File: src/rtl/wpt_pkg.sv
package wpt_pkg;

  // widths of the data path
  localparam int CoordW  = 10;
  localparam int WearW   = 16;
  localparam int ByteW   = 8;
  localparam int QW      = 17;   // unsigned q16 in [0, 1.0]
  localparam int NoiseW  = 12;   // signed q16 noise term
  localparam int HashW   = 24;   // low hash bits that reach the noise byte
  localparam int NStages = 8;

  localparam logic [WearW-1:0] SKIP_RESET = 16'd66;

  localparam logic [QW-1:0] Q_ONE = 17'd65536;
  localparam logic [15:0]   Q_HALF = 16'd32768;

  localparam logic [15:0] K_055 = 16'd36045;
  localparam logic [15:0] K_010 = 16'd6554;
  localparam logic [15:0] K_045 = 16'd29491;
  localparam logic [15:0] K_005 = 16'd3277;
  localparam logic [15:0] K_030 = 16'd19661;
  localparam logic [15:0] K_003 = 16'd1966;
  localparam logic [15:0] K_006 = 16'd3932;
  localparam logic [15:0] K_08  = 16'd52429;
  localparam logic [15:0] K_06  = 16'd39322;

  localparam logic [12:0] HASH_MUL_X = 13'd7919;
  localparam logic [16:0] HASH_MUL_Z = 17'd104729;
  localparam logic [HashW-1:0] HASH_MUL = 24'h5d9f3b;  // low bits of 0x45d9f3b

  // ceil(2^19 / 3), exact floor division for sums below 2^19
  localparam logic [17:0] RECIP3 = 18'd174763;
  localparam int          RECIP3_SH = 19;

  typedef logic [QW-1:0] byte_q_tab_t [256];

  // round(c * 65536 / 255), halves up
  function automatic byte_q_tab_t make_byte_q();
    byte_q_tab_t tab;
    for (int i = 0; i < 256; i++) begin
      tab[i] = QW'((i * 131072 + 255) / 510);
    end
    return tab;
  endfunction

  localparam byte_q_tab_t BYTE_Q = make_byte_q();

  typedef struct packed {
    logic             skip;
    logic [ByteW-1:0] r;
    logic [ByteW-1:0] g;
    logic [ByteW-1:0] b;
  } side_t;

endpackage

File: src/rtl/wpt_coord_hash.sv
module wpt_coord_hash (
  input  logic                       clk_i,
  input  logic [wpt_pkg::CoordW-1:0] x_i,
  input  logic [wpt_pkg::CoordW-1:0] z_i,
  output logic [wpt_pkg::ByteW-1:0]  hash_byte_o
);
  import wpt_pkg::*;

  logic [27:0]      h0;
  logic [27:0]      h1;
  logic [HashW-1:0] h1_q;
  logic [HashW-1:0] h2_d;
  logic [HashW-1:0] h2_q;

  // sum stays below 2^28, so the 32-bit wrap never happens
  assign h0 = 28'(28'(x_i) * 28'(HASH_MUL_X)) + 28'(28'(z_i) * 28'(HASH_MUL_Z));
  assign h1 = h0 ^ (h0 >> 16);

  // only the low 24 bits of the product feed the final byte
  assign h2_d = HashW'(h1_q * HASH_MUL);

  always_ff @(posedge clk_i) begin
    h1_q <= h1[HashW-1:0];
    h2_q <= h2_d;
  end

  assign hash_byte_o = h2_q[7:0] ^ h2_q[23:16];

endmodule

File: config.mk
export PLATFORM = sky130hd
export DESIGN_NAME = wpt_coord_hash
export DESIGN_NICKNAME = d
export VERILOG_FILES = /design/src/rtl/wpt_pkg.sv /design/src/rtl/wpt_coord_hash.sv
export SDC_FILE = /design/constraint.sdc
export NUM_CORES = 1
export LEC_CHECK = 0
export BUFFER_PORTS_ARGS = -buffer_cell sky130_fd_sc_hd__buf_2
export CORE_MARGIN = 10
export CORE_UTILIZATION = 45
export CTS_BUF_LIST = sky130_fd_sc_hd__clkbuf_2 sky130_fd_sc_hd__clkbuf_4 sky130_fd_sc_hd__clkbuf_8
export CTS_CLUSTER_SIZE = 25
export DETAILED_ROUTE_END_ITERATION = 8
export MAX_ROUTING_LAYER = met4
export PLACE_DENSITY_LB_ADDON = 0.25
export SETUP_SLACK_MARGIN = 0.05
export SYNTH_ARGS = -nofsm -noshare
export SYNTH_HDL_FRONTEND = slang
export SYNTH_SLANG_ARGS = --single-unit
File: constraint.sdc
create_clock -name clk_i -period 5.4 [get_ports clk_i]
set_input_delay 0.27 -clock clk_i [delete_from_list [all_inputs] [get_ports clk_i]]
set_output_delay 0.27 -clock clk_i [all_outputs]
set_load 0.02 [all_outputs]
After elaboration in Yosys (flattened, before gate mapping)
Cells that the tools add are included.
- bits in registers: 48
- bits in latches: 0
- bits in writable memories: 0
- ROM bits: 0
- input port bits: 21
- output and inout bits: 8
- memories: 0
- add/subtract/negate cells: 1
- multiply operators: 3
- div/mod/pow operators: 0
- order comparisons: 0
- equal/unequal tests: 0
- shifts and indexed selects: 0
- mux-type cells: 0
- bitwise logic cells: 2
- reduce and logical (&&, ||, !) cells: 0
- operators by type and width (operator ; count):
    adder 23 x 27 -> 28 bit ; 1
    multiplier 10 x 17 -> 27 bit, second input constant ; 1
    multiplier 24 x 23 -> 24 bit, second input constant ; 1
    bitwise XOR 24 x 12 -> 24 bit ; 1
    multiplier 10 x 13 -> 23 bit, second input constant ; 1
    bitwise XOR 8 bit ; 1

Depth between registers and ports, before layout
- depth in word-level cells: 3
- mapped depth: 22
- depth with buffers taken out: 22

Least setup slack after synthesis
OpenSTA, ideal clock, no wires.
- path kind: in2reg
- start: input x_i[5] (netlist bit)
- end: register h1_q[5]
- arrival time: 5.706 ns
- required time: 5.278 ns
- path slack: -0.428 ns
- stages: 22
- cells stage by stage: fa_1 clkbuf_1 xor2_1 ha_1 a21o_1 fa_1 inv_1 fa_1 inv_1 fa_1 fa_1 inv_1 fa_1 inv_1 ha_1 and3_1 or4_1 o21ba_4 o21ai_2 o21ai_1 xor2_1 xnor2_1
- word-level cells in the longest chain between the ends: 3
- RTL lines (what ; RTL line ; RTL):
    from (decl) ; wpt_coord_hash.sv:3 ; input logic [wpt_pkg::CoordW-1:0] x_i,
    multiplier 10 x 13 -> 23 bit ; wpt_coord_hash.sv:16 ; assign h0 = 28'(28'(x_i) * 28'(HASH_MUL_X)) + 28'(28'(z_i) * 28'(HASH_MUL_Z));
    adder 23 x 27 -> 28 bit ; wpt_coord_hash.sv:16 ;
    net h0[21] ; wpt_coord_hash.sv:9 ; logic [27:0] h0;
    bitwise XOR 24 x 12 -> 24 bit ; wpt_coord_hash.sv:17 ; assign h1 = h0 ^ (h0 >> 16);
    net h1[5] ; wpt_coord_hash.sv:10 ; logic [27:0] h1;
    to (signal assigned) ; wpt_coord_hash.sv:23 ; h1_q <= h1[HashW-1:0];
    to (decl) ; wpt_coord_hash.sv:11 ; logic [HashW-1:0] h1_q;
The timed path passes the listed nets, and every way through them passes these cells.

Worst setup path after layout
- start: input x_i[2] (netlist bit)
- end: register h1_q[5]
The elaborated chain is that of the path after synthesis.

==> impl_metrics.tcl <==
set metrics [dict create \
    end_kind "flip-flop" \
    yosysSeqAreaShare 0.0646 \
    insertion_delay_ns 0.31 \
    hp-start "x_i[0]" \
    vias_per_cell 4.82 \
    hpwl_um 28000 \
    fillerInstances 2365 \
    wl_um 31000 \
    via_count 8722 \
    fmax_ghz 0.181 \
    outcome "finished, violations left" \
    antenna_cells 0 \
    async_reset_ff_frac 0 \
    yosys_register_bits 40 \
    synthToLayoutAreaGrowth_pct 22.8 \
    avgSynthCellArea_um2 10.1 \
    maxCapViolCount 0 \
    path_max_fanout 4 \
    die_h_um 186 \
    fin_nets 1981 \
    pin_count 29 \
    startpoint_type "input pin" \
    place_congestion 0.940 \
    antenna_found_initial 0 \
    drt_iter0_markers 413 \
    fin_skew_ns 0.00593 \
    core-area_um2 27000 \
    setup_ws_ns -0.117 \
    crit_arrival_ns 5.71 \
    synth_edf_count 0 \
    violations "setup timing" \
    clockBufferDepth 2 \
    yosys_most_used_dff "dfxtp_1" \
    path_class "in -> reg" \
    grt_max_degree 15 \
    fin_util 0.563 \
    crit_path_start "x_i[2]" \
    post_route_cells_drive_above_1_share 0.239 \
    grt_use_total 0.198 \
    synth_area_um2 12400 \
    grt_pass1_vias 9830 \
    synth.distinct_cells 58 \
    fin_crit_ns 5.52 \
    die_x_um 186 \
    hold_path_class "in -> reg" \
    clkTransAtPathRegs_ns 0.09 \
    finalMaxSlewViolations 0 \
    setup_viol 9 \
    ant_nets 0 \
    seqCellArea_um2 822 \
    io_buffer_count 28 \
    grt_overflow 0 \
    grt_pass1_wl_um 51400 \
    drt_pass1_iterations 4 \
    h-tree-depth 2 \
    cts.sinks 40 \
    drc_errors 0 \
    cts_buffers 5 \
    tightest_slew_ns 0.572 \
    cts_root_buf "clkbuf_8" \
    r2r_start "h1_q[11]" \
    dieArea_um2 34600 \
    grt_setup_unrepaired "yes" \
    start_util 0.458 \
    synthCells 1221 \
    holdBufCountCts 0 \
    tritoncts "built" \
    cp_data_required_time_ns 5.59 \
    rows 60 \
    hold_viol 0 \
    period_share 1.02 \
    place_ws_ns -0.493 \
    multiInputGateArea_um2 10500 \
    wl_per_cell_um 17.1 \
    relSlewSlack 0.616 \
    synth_fp_nets 1736 \
    yosys_warnings 0 \
]
## repair_timing
action,in CTS,in global routing
setup buffers,9,5
endpoints found under the setup margin,25,31
hold endpoints to repair,0,0
pin swaps,32,18
resized for setup,55,47
## worst paths after layout
| check | cells after the start | slack [ns] | end |
|---|---|---|---|
| min reg2reg | 1 | 0.68 | h2_q[0] |
| max | 22 | -0.12 | h1_q[5] |
| max reg2reg | 17 | -0.06 | h2_q[23] |
| min | 3 | 0.45 | h1_q[0] |
## synth_stat cells, types with 2 or more instances
master	count	area (um2)
and3_1	6	37.5
fa_1	249	4980
a211oi_1	4	30.0
nor4_1	2	12.5
inv_1	398	1490
nor2b_1	5	31.3
nor2_1	17	63.8
o21a_1	4	30.0
dfxtp_1	40	801
o21bai_1	5	37.5
ha_1	245	3070
o21ai_1	3	15.0
a21oi_1	36	180
o22ai_1	2	12.5
o21ai_0	20	100
nand2b_1	7	43.8
nor3_1	2	10.0
a21o_1	15	113
nand4b_1	2	17.5
o211ai_1	3	22.5
nand3_1	8	40.0
nand2_1	16	60.1
a31oi_1	5	31.3
clkbuf_1	4	15.0
nand4_1	2	12.5
xor2_1	26	228
xnor2_1	63	552
a221o_1	2	20.0
## final cells by class
type,instances,share of cell area
Timing Repair Buffer,242,0.119
Clock buffer,5,0.00452
Multi-Input combinational cell,779,0.693
Sequential cell,40,0.0540
Tap cell,341,0.0280
Clock inverter,3,0.00304
Inverter,398,0.0982
## layout by cell type, fill, tap and decap left out, drive strengths merged, types with 18 or more instances in the layout
| cell | Yosys | layout |
|---|---|---|
| a21oi | 36 | 36 |
| buf | 0 | 242 |
| dfxtp | 40 | 40 |
| fa | 249 | 249 |
| ha | 245 | 245 |
| inv | 398 | 399 |
| nor2 | 18 | 18 |
| o21ai | 24 | 24 |
| xnor2 | 63 | 63 |
| xor2 | 27 | 27 |
## flip-flops by register name, indices dropped and copies added, names as in the netlist
register	count
h1_q	24
h2_q	16
## cell families after synthesis
kind of cell,Yosys count,synth area share
and+or+nand+nor,77,0.0333
buffers and inverters,402,0.122
AOI/OAI and AO/OA,117,0.0652
adders and majority gates,494,0.650
xor gates and xnor gates,90,0.0642
muxes,1,0.000909
DFF,40,0.0646
## worst max-delay path: stages
cell     delay [ns]
buf_8          0.10
fa_2           0.58
xor2_1         0.08
ha_2           0.18
a21o_1         0.18
fa_1           0.50
inv_2          0.04
fa_1           0.49
inv_1          0.05
fa_1           0.46
fa_1           0.50
inv_1          0.05
fa_1           0.49
inv_2          0.05
ha_4           0.21
a21o_1         0.17
or4_4          0.48
o21ba_4        0.25
o21ai_4        0.17
o21ai_2        0.09
xor2_2         0.19
xnor2_1        0.13
## through the flow
step           hold slack [ns]  instances  setup TNS [ns]  instance area (um2)
2_1_floorplan            0.487       1221           -1.39                12500
3_3_place_gp             0.663       1786           -6.75                14500
3_5_place_dp             0.655       1786           -8.38                14500
4_1_cts                  0.466       1803          -0.475                15000
5_1_grt                  0.483       1808           -4.47                15200
6_report                 0.453       1808          -0.447                15200
## layer usage
layer  GRT usage  share of wire  vias to the layer above
met3      0.0207          0.030                       15
met4      0.0219         0.0090                        0
met1       0.269           0.48                     4396
met2       0.324           0.48                       99
li1            -              -                     4212
met5           -              0                        -
Power is left out: the tool's default activity adds up to more than one toggle a clock period on the data nets, which glitch-free logic cannot reach.
