--- src/rtl/wpt_pkg.sv ---
package wpt_pkg;

  // widths of the data path
  localparam int CoordW  = 10;
  localparam int WearW   = 16;
  localparam int ByteW   = 8;
  localparam int QW      = 17;   // unsigned q16 in [0, 1.0]
  localparam int NoiseW  = 12;   // signed q16 noise term
  localparam int HashW   = 24;   // low hash bits that reach the noise byte
  localparam int NStages = 8;

  localparam logic [WearW-1:0] SKIP_RESET = 16'd66;

  localparam logic [QW-1:0] Q_ONE = 17'd65536;
  localparam logic [15:0]   Q_HALF = 16'd32768;

  localparam logic [15:0] K_055 = 16'd36045;
  localparam logic [15:0] K_010 = 16'd6554;
  localparam logic [15:0] K_045 = 16'd29491;
  localparam logic [15:0] K_005 = 16'd3277;
  localparam logic [15:0] K_030 = 16'd19661;
  localparam logic [15:0] K_003 = 16'd1966;
  localparam logic [15:0] K_006 = 16'd3932;
  localparam logic [15:0] K_08  = 16'd52429;
  localparam logic [15:0] K_06  = 16'd39322;

  localparam logic [12:0] HASH_MUL_X = 13'd7919;
  localparam logic [16:0] HASH_MUL_Z = 17'd104729;
  localparam logic [HashW-1:0] HASH_MUL = 24'h5d9f3b;  // low bits of 0x45d9f3b

  // ceil(2^19 / 3), exact floor division for sums below 2^19
  localparam logic [17:0] RECIP3 = 18'd174763;
  localparam int          RECIP3_SH = 19;

  typedef logic [QW-1:0] byte_q_tab_t [256];

  // round(c * 65536 / 255), halves up
  function automatic byte_q_tab_t make_byte_q();
    byte_q_tab_t tab;
    for (int i = 0; i < 256; i++) begin
      tab[i] = QW'((i * 131072 + 255) / 510);
    end
    return tab;
  endfunction

  localparam byte_q_tab_t BYTE_Q = make_byte_q();

  typedef struct packed {
    logic             skip;
    logic [ByteW-1:0] r;
    logic [ByteW-1:0] g;
    logic [ByteW-1:0] b;
  } side_t;

endpackage

--- src/rtl/wpt_shade.sv ---
module wpt_shade (
  input  logic                      clk_i,
  input  logic [wpt_pkg::QW-1:0]    orig_i,
  input  logic [wpt_pkg::QW-1:0]    worn_i,
  input  logic [15:0]               blend_i,
  input  logic [wpt_pkg::QW-1:0]    darken_i,
  output logic [wpt_pkg::ByteW-1:0] byte_o,
  output logic [17:0]               mix_o
);
  import wpt_pkg::*;

  logic [QW-1:0] inv;
  logic [33:0]   pa;
  logic [33:0]   pb;
  logic [QW-1:0] qa_q;
  logic [QW-1:0] qb_q;
  logic [QW-1:0] dk_q;
  logic [17:0]   mix;
  logic [34:0]   prod_d;
  logic [34:0]   prod_q;
  logic [35:0]   rnd;
  logic [19:0]   v;
  logic [QW-1:0] vc;
  logic [24:0]   scaled;
  logic [ByteW-1:0] byte_q;

  // first stage: the two blend products
  assign inv = Q_ONE - QW'(blend_i);
  assign pa  = 34'(34'(orig_i) * 34'(inv)) + 34'(Q_HALF);
  assign pb  = 34'(34'(worn_i) * 34'(blend_i)) + 34'(Q_HALF);

  // second stage: mix times darken
  assign mix    = 18'(qa_q) + 18'(qb_q);
  assign prod_d = 35'(mix) * 35'(dk_q);

  // third stage: round, clamp, scale to a byte
  assign rnd    = 36'(prod_q) + 36'(Q_HALF);
  assign v      = rnd[35:16];
  assign vc     = (v > 20'(Q_ONE)) ? Q_ONE : v[QW-1:0];
  assign scaled = {vc, 8'b0} - 25'(vc);

  always_ff @(posedge clk_i) begin
    qa_q   <= pa[32:16];
    qb_q   <= pb[32:16];
    dk_q   <= darken_i;
    prod_q <= prod_d;
    byte_q <= scaled[23:16];
  end

  assign byte_o = byte_q;
  assign mix_o  = mix;

endmodule

--- config.mk ---
export PLATFORM = sky130hd
export DESIGN_NAME = wpt_shade
export DESIGN_NICKNAME = d
export VERILOG_FILES = /design/src/rtl/wpt_pkg.sv /design/src/rtl/wpt_shade.sv
export SDC_FILE = /design/constraint.sdc
export NUM_CORES = 2
export LEC_CHECK = 0
export ABC_CLOCK_PERIOD_IN_PS = 7200
export BUFFER_PORTS_ARGS = -buffer_cell sky130_fd_sc_hd__buf_2
export CELL_PAD_IN_SITES_DETAIL_PLACEMENT = 1
export CELL_PAD_IN_SITES_GLOBAL_PLACEMENT = 2
export CORE_ASPECT_RATIO = 0.75
export CORE_UTILIZATION = 38
export DETAILED_ROUTE_END_ITERATION = 10
export PLACE_DENSITY_LB_ADDON = 0.1
export SYNTH_ARGS = -nofsm -noshare
export SYNTH_HDL_FRONTEND = slang
export SYNTH_SLANG_ARGS = --single-unit
--- constraint.sdc ---
create_clock -name clk_i -period 7.2 [get_ports clk_i]
set_input_delay 0.36 -clock clk_i [delete_from_list [all_inputs] [get_ports clk_i]]
set_output_delay 0.36 -clock clk_i [all_outputs]
set_load 0.01 [all_outputs]
Word level (Yosys, flattened, before mapping)
Index checks and enable logic that the tools add are counted.

word-level totals
  bits in registers = 94
  input bits = 68
  output and inout port bits = 26
  logic and storage cells = 16

operators by class
  add/sub/neg operators = 6
  $mul = 3
  order comparisons = 1
  mux-type cells = 1

operators with widths
  operator                  number
  $add A33 B16 Y33 const B  2
  $add A35 B16 Y36 const B  1
  $mul A18 B17 Y35          1
  $mul A17 B16 Y33          1
  $mul A17 B17 Y33          1
  $sub A24 B17 Y24          1
  $gt A20 B17 Y1 const B    1
  $add A17 B17 Y18          1
  $mux W17                  1
  $sub A17 B16 Y17 const A  1

Depth between registers and ports, before layout
  word-level depth = 4
  depth in mapped cells = 32
  gate-level depth less buffers = 31

Worst setup path before layout
No wires, ideal clock.

  kind = reg2reg
  from = register qa_q[0]
  to = register prod_q[34]
  setup time = 72 ps
  arrival = 7391 ps
  required time = 7128 ps
  path slack = -263 ps
  cell stages (with the launch flop) = 31
  buffers on the path = 1
  period minus slack after synthesis = 7463 ps
  path through = dfxtp_1 > ha_1 > fa_1 > a21o_1 > a21oi_1 > nand2b_1 > a211o_1 > a31oi_1 > a21o_1 > a21oi_1 > xnor2_1 > buf_2 > nand2_1 > fa_1 > fa_1 > inv_1 > fa_1 > fa_1 > fa_1 > inv_1 > fa_1 > inv_1 > ha_1 > nor2b_1 > o2111ai_1 > a21oi_1 > or2_2 > a221oi_1 > o31ai_1 > a21oi_1 > xnor2_1

between the ends
  word-level cells in the longest chain between the ends = 2

ends and longest elaborated chain
  element                 line             RTL
  start, declared         wpt_shade.sv:15  logic [QW-1:0] qa_q;
  start signal, assigned  wpt_shade.sv:43  qa_q <= pa[32:16];
  $add A17 B17 Y18        wpt_shade.sv:33  assign mix = 18'(qa_q) + 18'(qb_q);
  via mix_o[14]           wpt_shade.sv:8   output logic [17:0] mix_o
  $mul A18 B17 Y35        wpt_shade.sv:34  assign prod_d = 35'(mix) * 35'(dk_q);
  via prod_d[34]          wpt_shade.sv:19  logic [34:0] prod_d;
  end signal, assigned    wpt_shade.sv:46  prod_q <= prod_d;
  end, declared           wpt_shade.sv:20  logic [34:0] prod_q;

The timed path passes the listed nets, and every way through them passes these cells.

Worst setup path in the final report
  from = register qa_q[1]
  to = register prod_q[26]

between the ends
  word-level cells in the longest chain between the ends = 2

ends and longest elaborated chain
  element           line
  $add A17 B17 Y18  wpt_shade.sv:33
  $mul A18 B17 Y35  wpt_shade.sv:34
  via prod_d[26]    wpt_shade.sv:19

The timed path passes the listed nets, and every way through them passes these cells.

==> flow_summary_export.csv <==
group,metric,value,unit
synthesis,synth-compound-area-share,0.04017,
routing,post-route-drc-count,0,
critical_path,path_max_fanout,5,
critical_path,r2r_setup_slack,-180,ps
routing,drt-total-wl,93450,µm
routing,vias_per_cell,4.911,
placement,portBuffers,93,
placement,hpwl,77470,µm
synthesis,synth_enable_flop_cells,0,
synthesis,synthFlopType,"dfxtp_1",
floorplan,initial_core_util,0.3873,
floorplan,die_w,330.3,µm
clock_network,root_buffer,"clkbuf_16",
synthesis,synth_xor_area_frac,0.02987,
synthesis,synthAdderAreaFrac,0.5830,
critical_path,path_class,"flip-flop to flip-flop",
global_routing,antenna_found_initial,6,
sta,layout_min_cycle_time,7375,ps
synthesis,syn_inst,3466,
hold_path,hp-start,"darken_i[1]",
finish,post-route-util,0.4426,
sta,fin_skew,20.14,ps
critical_path,worstReg2RegStart,"qa_q[1]",
floorplan,ios,94,
clock_network,cts.sinks,79,
floorplan,fp-row-count,89,
sta,post-route-period-util,1.024,
critical_path,crit_family,"adder cells",
sta,max_freq,135.6,MHz
hold_path,worstHoldPathCells,1,
critical_path,path_common_cell,"fa_1",
sta,max-slew-margin-rel,0.4424,
sta,hold_slack,70.77,ps
sta,worstMarginPinSlew,835.3,ps
finish,nNetsFinal,4788,
synthesis,synth_top_family_by_area,"adder cells",
routing,ant_nets,0,
global_routing,grt_first_pass_wirelength,149700,µm
critical_path,worstRegToRegCells,34,
clock_network,cts_tree,"done",
critical_path,endpoint_kind,"flip-flop",
global_routing,overflow,0,
routing,via_count,23280,
placement,dpl_cell_area,0.03371,mm²
finish,syn_to_final_growth,14.28,%
hold_path,hold_end,"dk_q[1]",
critical_path,crit_arrival,7640,ps
sta,maxSlewViolCount,0,
floorplan,die_height,248.2,µm
synthesis,yosysTopAreaCell,"fa_1",
clock_network,clockBufferDepth,2,
synthesis,synthArstFlopShare,0,
hold_path,hold_class,"input pin to flip-flop",
flow_run,max-cap-violations,0,
clock_network,numCtsBuffers,9,
synthesis,synth_fp_nets,4564,
synthesis,syn-mean-instance-area,8.860,µm²
synthesis,synth_common_cells,"inv_1 (837), fa_1 (668), nand2_1 (540)",
critical_path,slowest_stage,"fa_1",
critical_path,cp_slowest_stage_delay,570,ps
outcome,violations,"setup timing",
routing,drt_iter0_drc,910,
routing,wire_per_inst,19.71,µm
synthesis,synth_top_area_frac,0.4355,
outcome,status,"complete, but fails checks",
synthesis,synth-seq-area-share,0.05150,
routing,drtPass1Iterations,5,
floorplan,core_area,0.07929,mm²
critical_path,cp.required,7460,ps
critical_path,crit_buf_inv,12,
global_routing,grt_pass1_vias,26840,
synthesis,ys_warn_count,0,
finish,drive_above_1_share,0.1413,
clock_network,clk_latency,390,ps
synthesis,synthMuxAreaShare,0.0004889,
floorplan,dieArea,0.08196,mm²
critical_path,r2r_end,"prod_q[26]",
synthesis,yosys.area_share.simple,0.1758,
synthesis,ys_seq_elements,79,
finish,design_area,0.03509,mm²
sta,rsz0062_at_grt,"yes",
sta,finalSetupViolations,10,
sta,setup_slack,-175.3,ps
critical_path,start_kind,"flip-flop",
finish,diodes,0,
sta,hold_violations,0,
global_routing,groute.usage.overall,0.2370,
clock_network,hold_buffers,0,
synthesis,yosysUniqueCellTypes,77,
synthesis,synth.most_common_cell,"inv_1",
clock_network,clk_pin_slew,70,ps
global_routing,grt_start_max_net_pins,22,
placement,place_ws,-694.0,ps
synthesis,ys_top_cells_by_area,"fa_1 (44%), ha_1 (15%), inv_1 (10%)",
clock_network,htree_levels,3,
synthesis,synth.cell_area,0.03071,mm²
placement,place_congestion,0.8579,
-- state kept, by name, indices dropped and copies added (netlist names) --
| register | flops |
|---|---|
| prod_q | 20 |
| dk_q | 17 |
| qa_q | 17 |
| byte_o | 8 |
| qb_q | 17 |
-- worst max-delay path by stage --
stage | startpoint | endpoint | slack [ps] | cells past startpoint
3_5_place_dp | qa_q[1] | prod_q[33] | -690 | 31
5_1_grt | qa_q[1] | prod_q[26] | -530 | 32
2_1_floorplan | qa_q[0] | prod_q[34] | -40 | 31
6_report | qa_q[1] | prod_q[26] | -180 | 34
4_1_cts | qa_q[1] | prod_q[33] | -180 | 31
3_3_place_gp | qa_q[1] | prod_q[34] | -530 | 28
-- through the flow --
stage | TNS (ps) | cells
after floorplan | -90.99 | 3466
final | -1209 | 4741
after detailed placement | -12750 | 4691
after CTS | -1391 | 4726
after global routing | -6518 | 4741
after global placement | -7414 | 4691
-- worst reg2reg max path: cells and delay by family, from the launching register on --
kind	cells	cell delay, ps
AO/OA/AOI/OAI	10	1650
XOR/XNOR	2	290
adder cells (fa/ha/maj)	8	3560
buffers and inverters	12	1210
flip-flops	1	350
AND/OR/NAND/NOR	2	200
-- placed cells by master (no fill, tap or decap), types with 9 or more instances in the layout --
cell type  instances
inv_1            818
fa_1             660
nand2_1          531
and2_1           371
ha_1             349
buf_4            227
buf_2             93
dfxtp_1           77
xnor2_1           54
nor2_1            50
xor2_1            31
a21oi_1           30
o21ai_0           29
nand3_1           24
a21o_1            22
inv_2             19
nor3_1            18
buf_6             18
a21oi_2           17
xnor2_2           14
and3_1            11
ha_4              11
nand2b_1          10
nand2_2            9
clkbuf_16          9
-- layer usage --
layer | vias to the layer above | routed length [µm] | GRT usage | share of wire
li1 | 10670 | - | - | -
met1 | 12190 | 45270 | 0.3348 | 0.48
met2 | 334 | 43960 | 0.3987 | 0.47
met3 | 87 | 2739 | 0.01975 | 0.029
met4 | 4 | 1461 | 0.04554 | 0.016
met5 | - | 25 | 0 | 0.00027
-- area by class of cell --
| cell class | count | area [µm²] |
|---|---|---|
| Fill cell | 9217 | 44190 |
| Multi-Input combinational cell | 2419 | 26260 |
| Inverter | 837 | 3142 |
| Timing Repair Buffer | 344 | 2482 |
| Sequential cell | 79 | 1589 |
| Tap cell | 1046 | 1309 |
| Clock buffer | 11 | 252.7 |
| Clock inverter | 5 | 63.81 |
-- cells by family after synthesis --
logic type / count (synthesis)
compound gates: 184
xor+xnor: 103
fa+ha+maj: 1030
buf+inv: 968
flops: 79
mux: 1
simple gates: 1101
-- timing repair --
item	in CTS	in global routing
resized for setup	89	93
endpoints found under the hold margin	0	0
buffers inserted	22	15
setup endpoints to repair	22	30
pin swaps	63	74
Power is not shown: default switching activity piles up to over one toggle a cycle in this logic, so the estimate is an artifact.
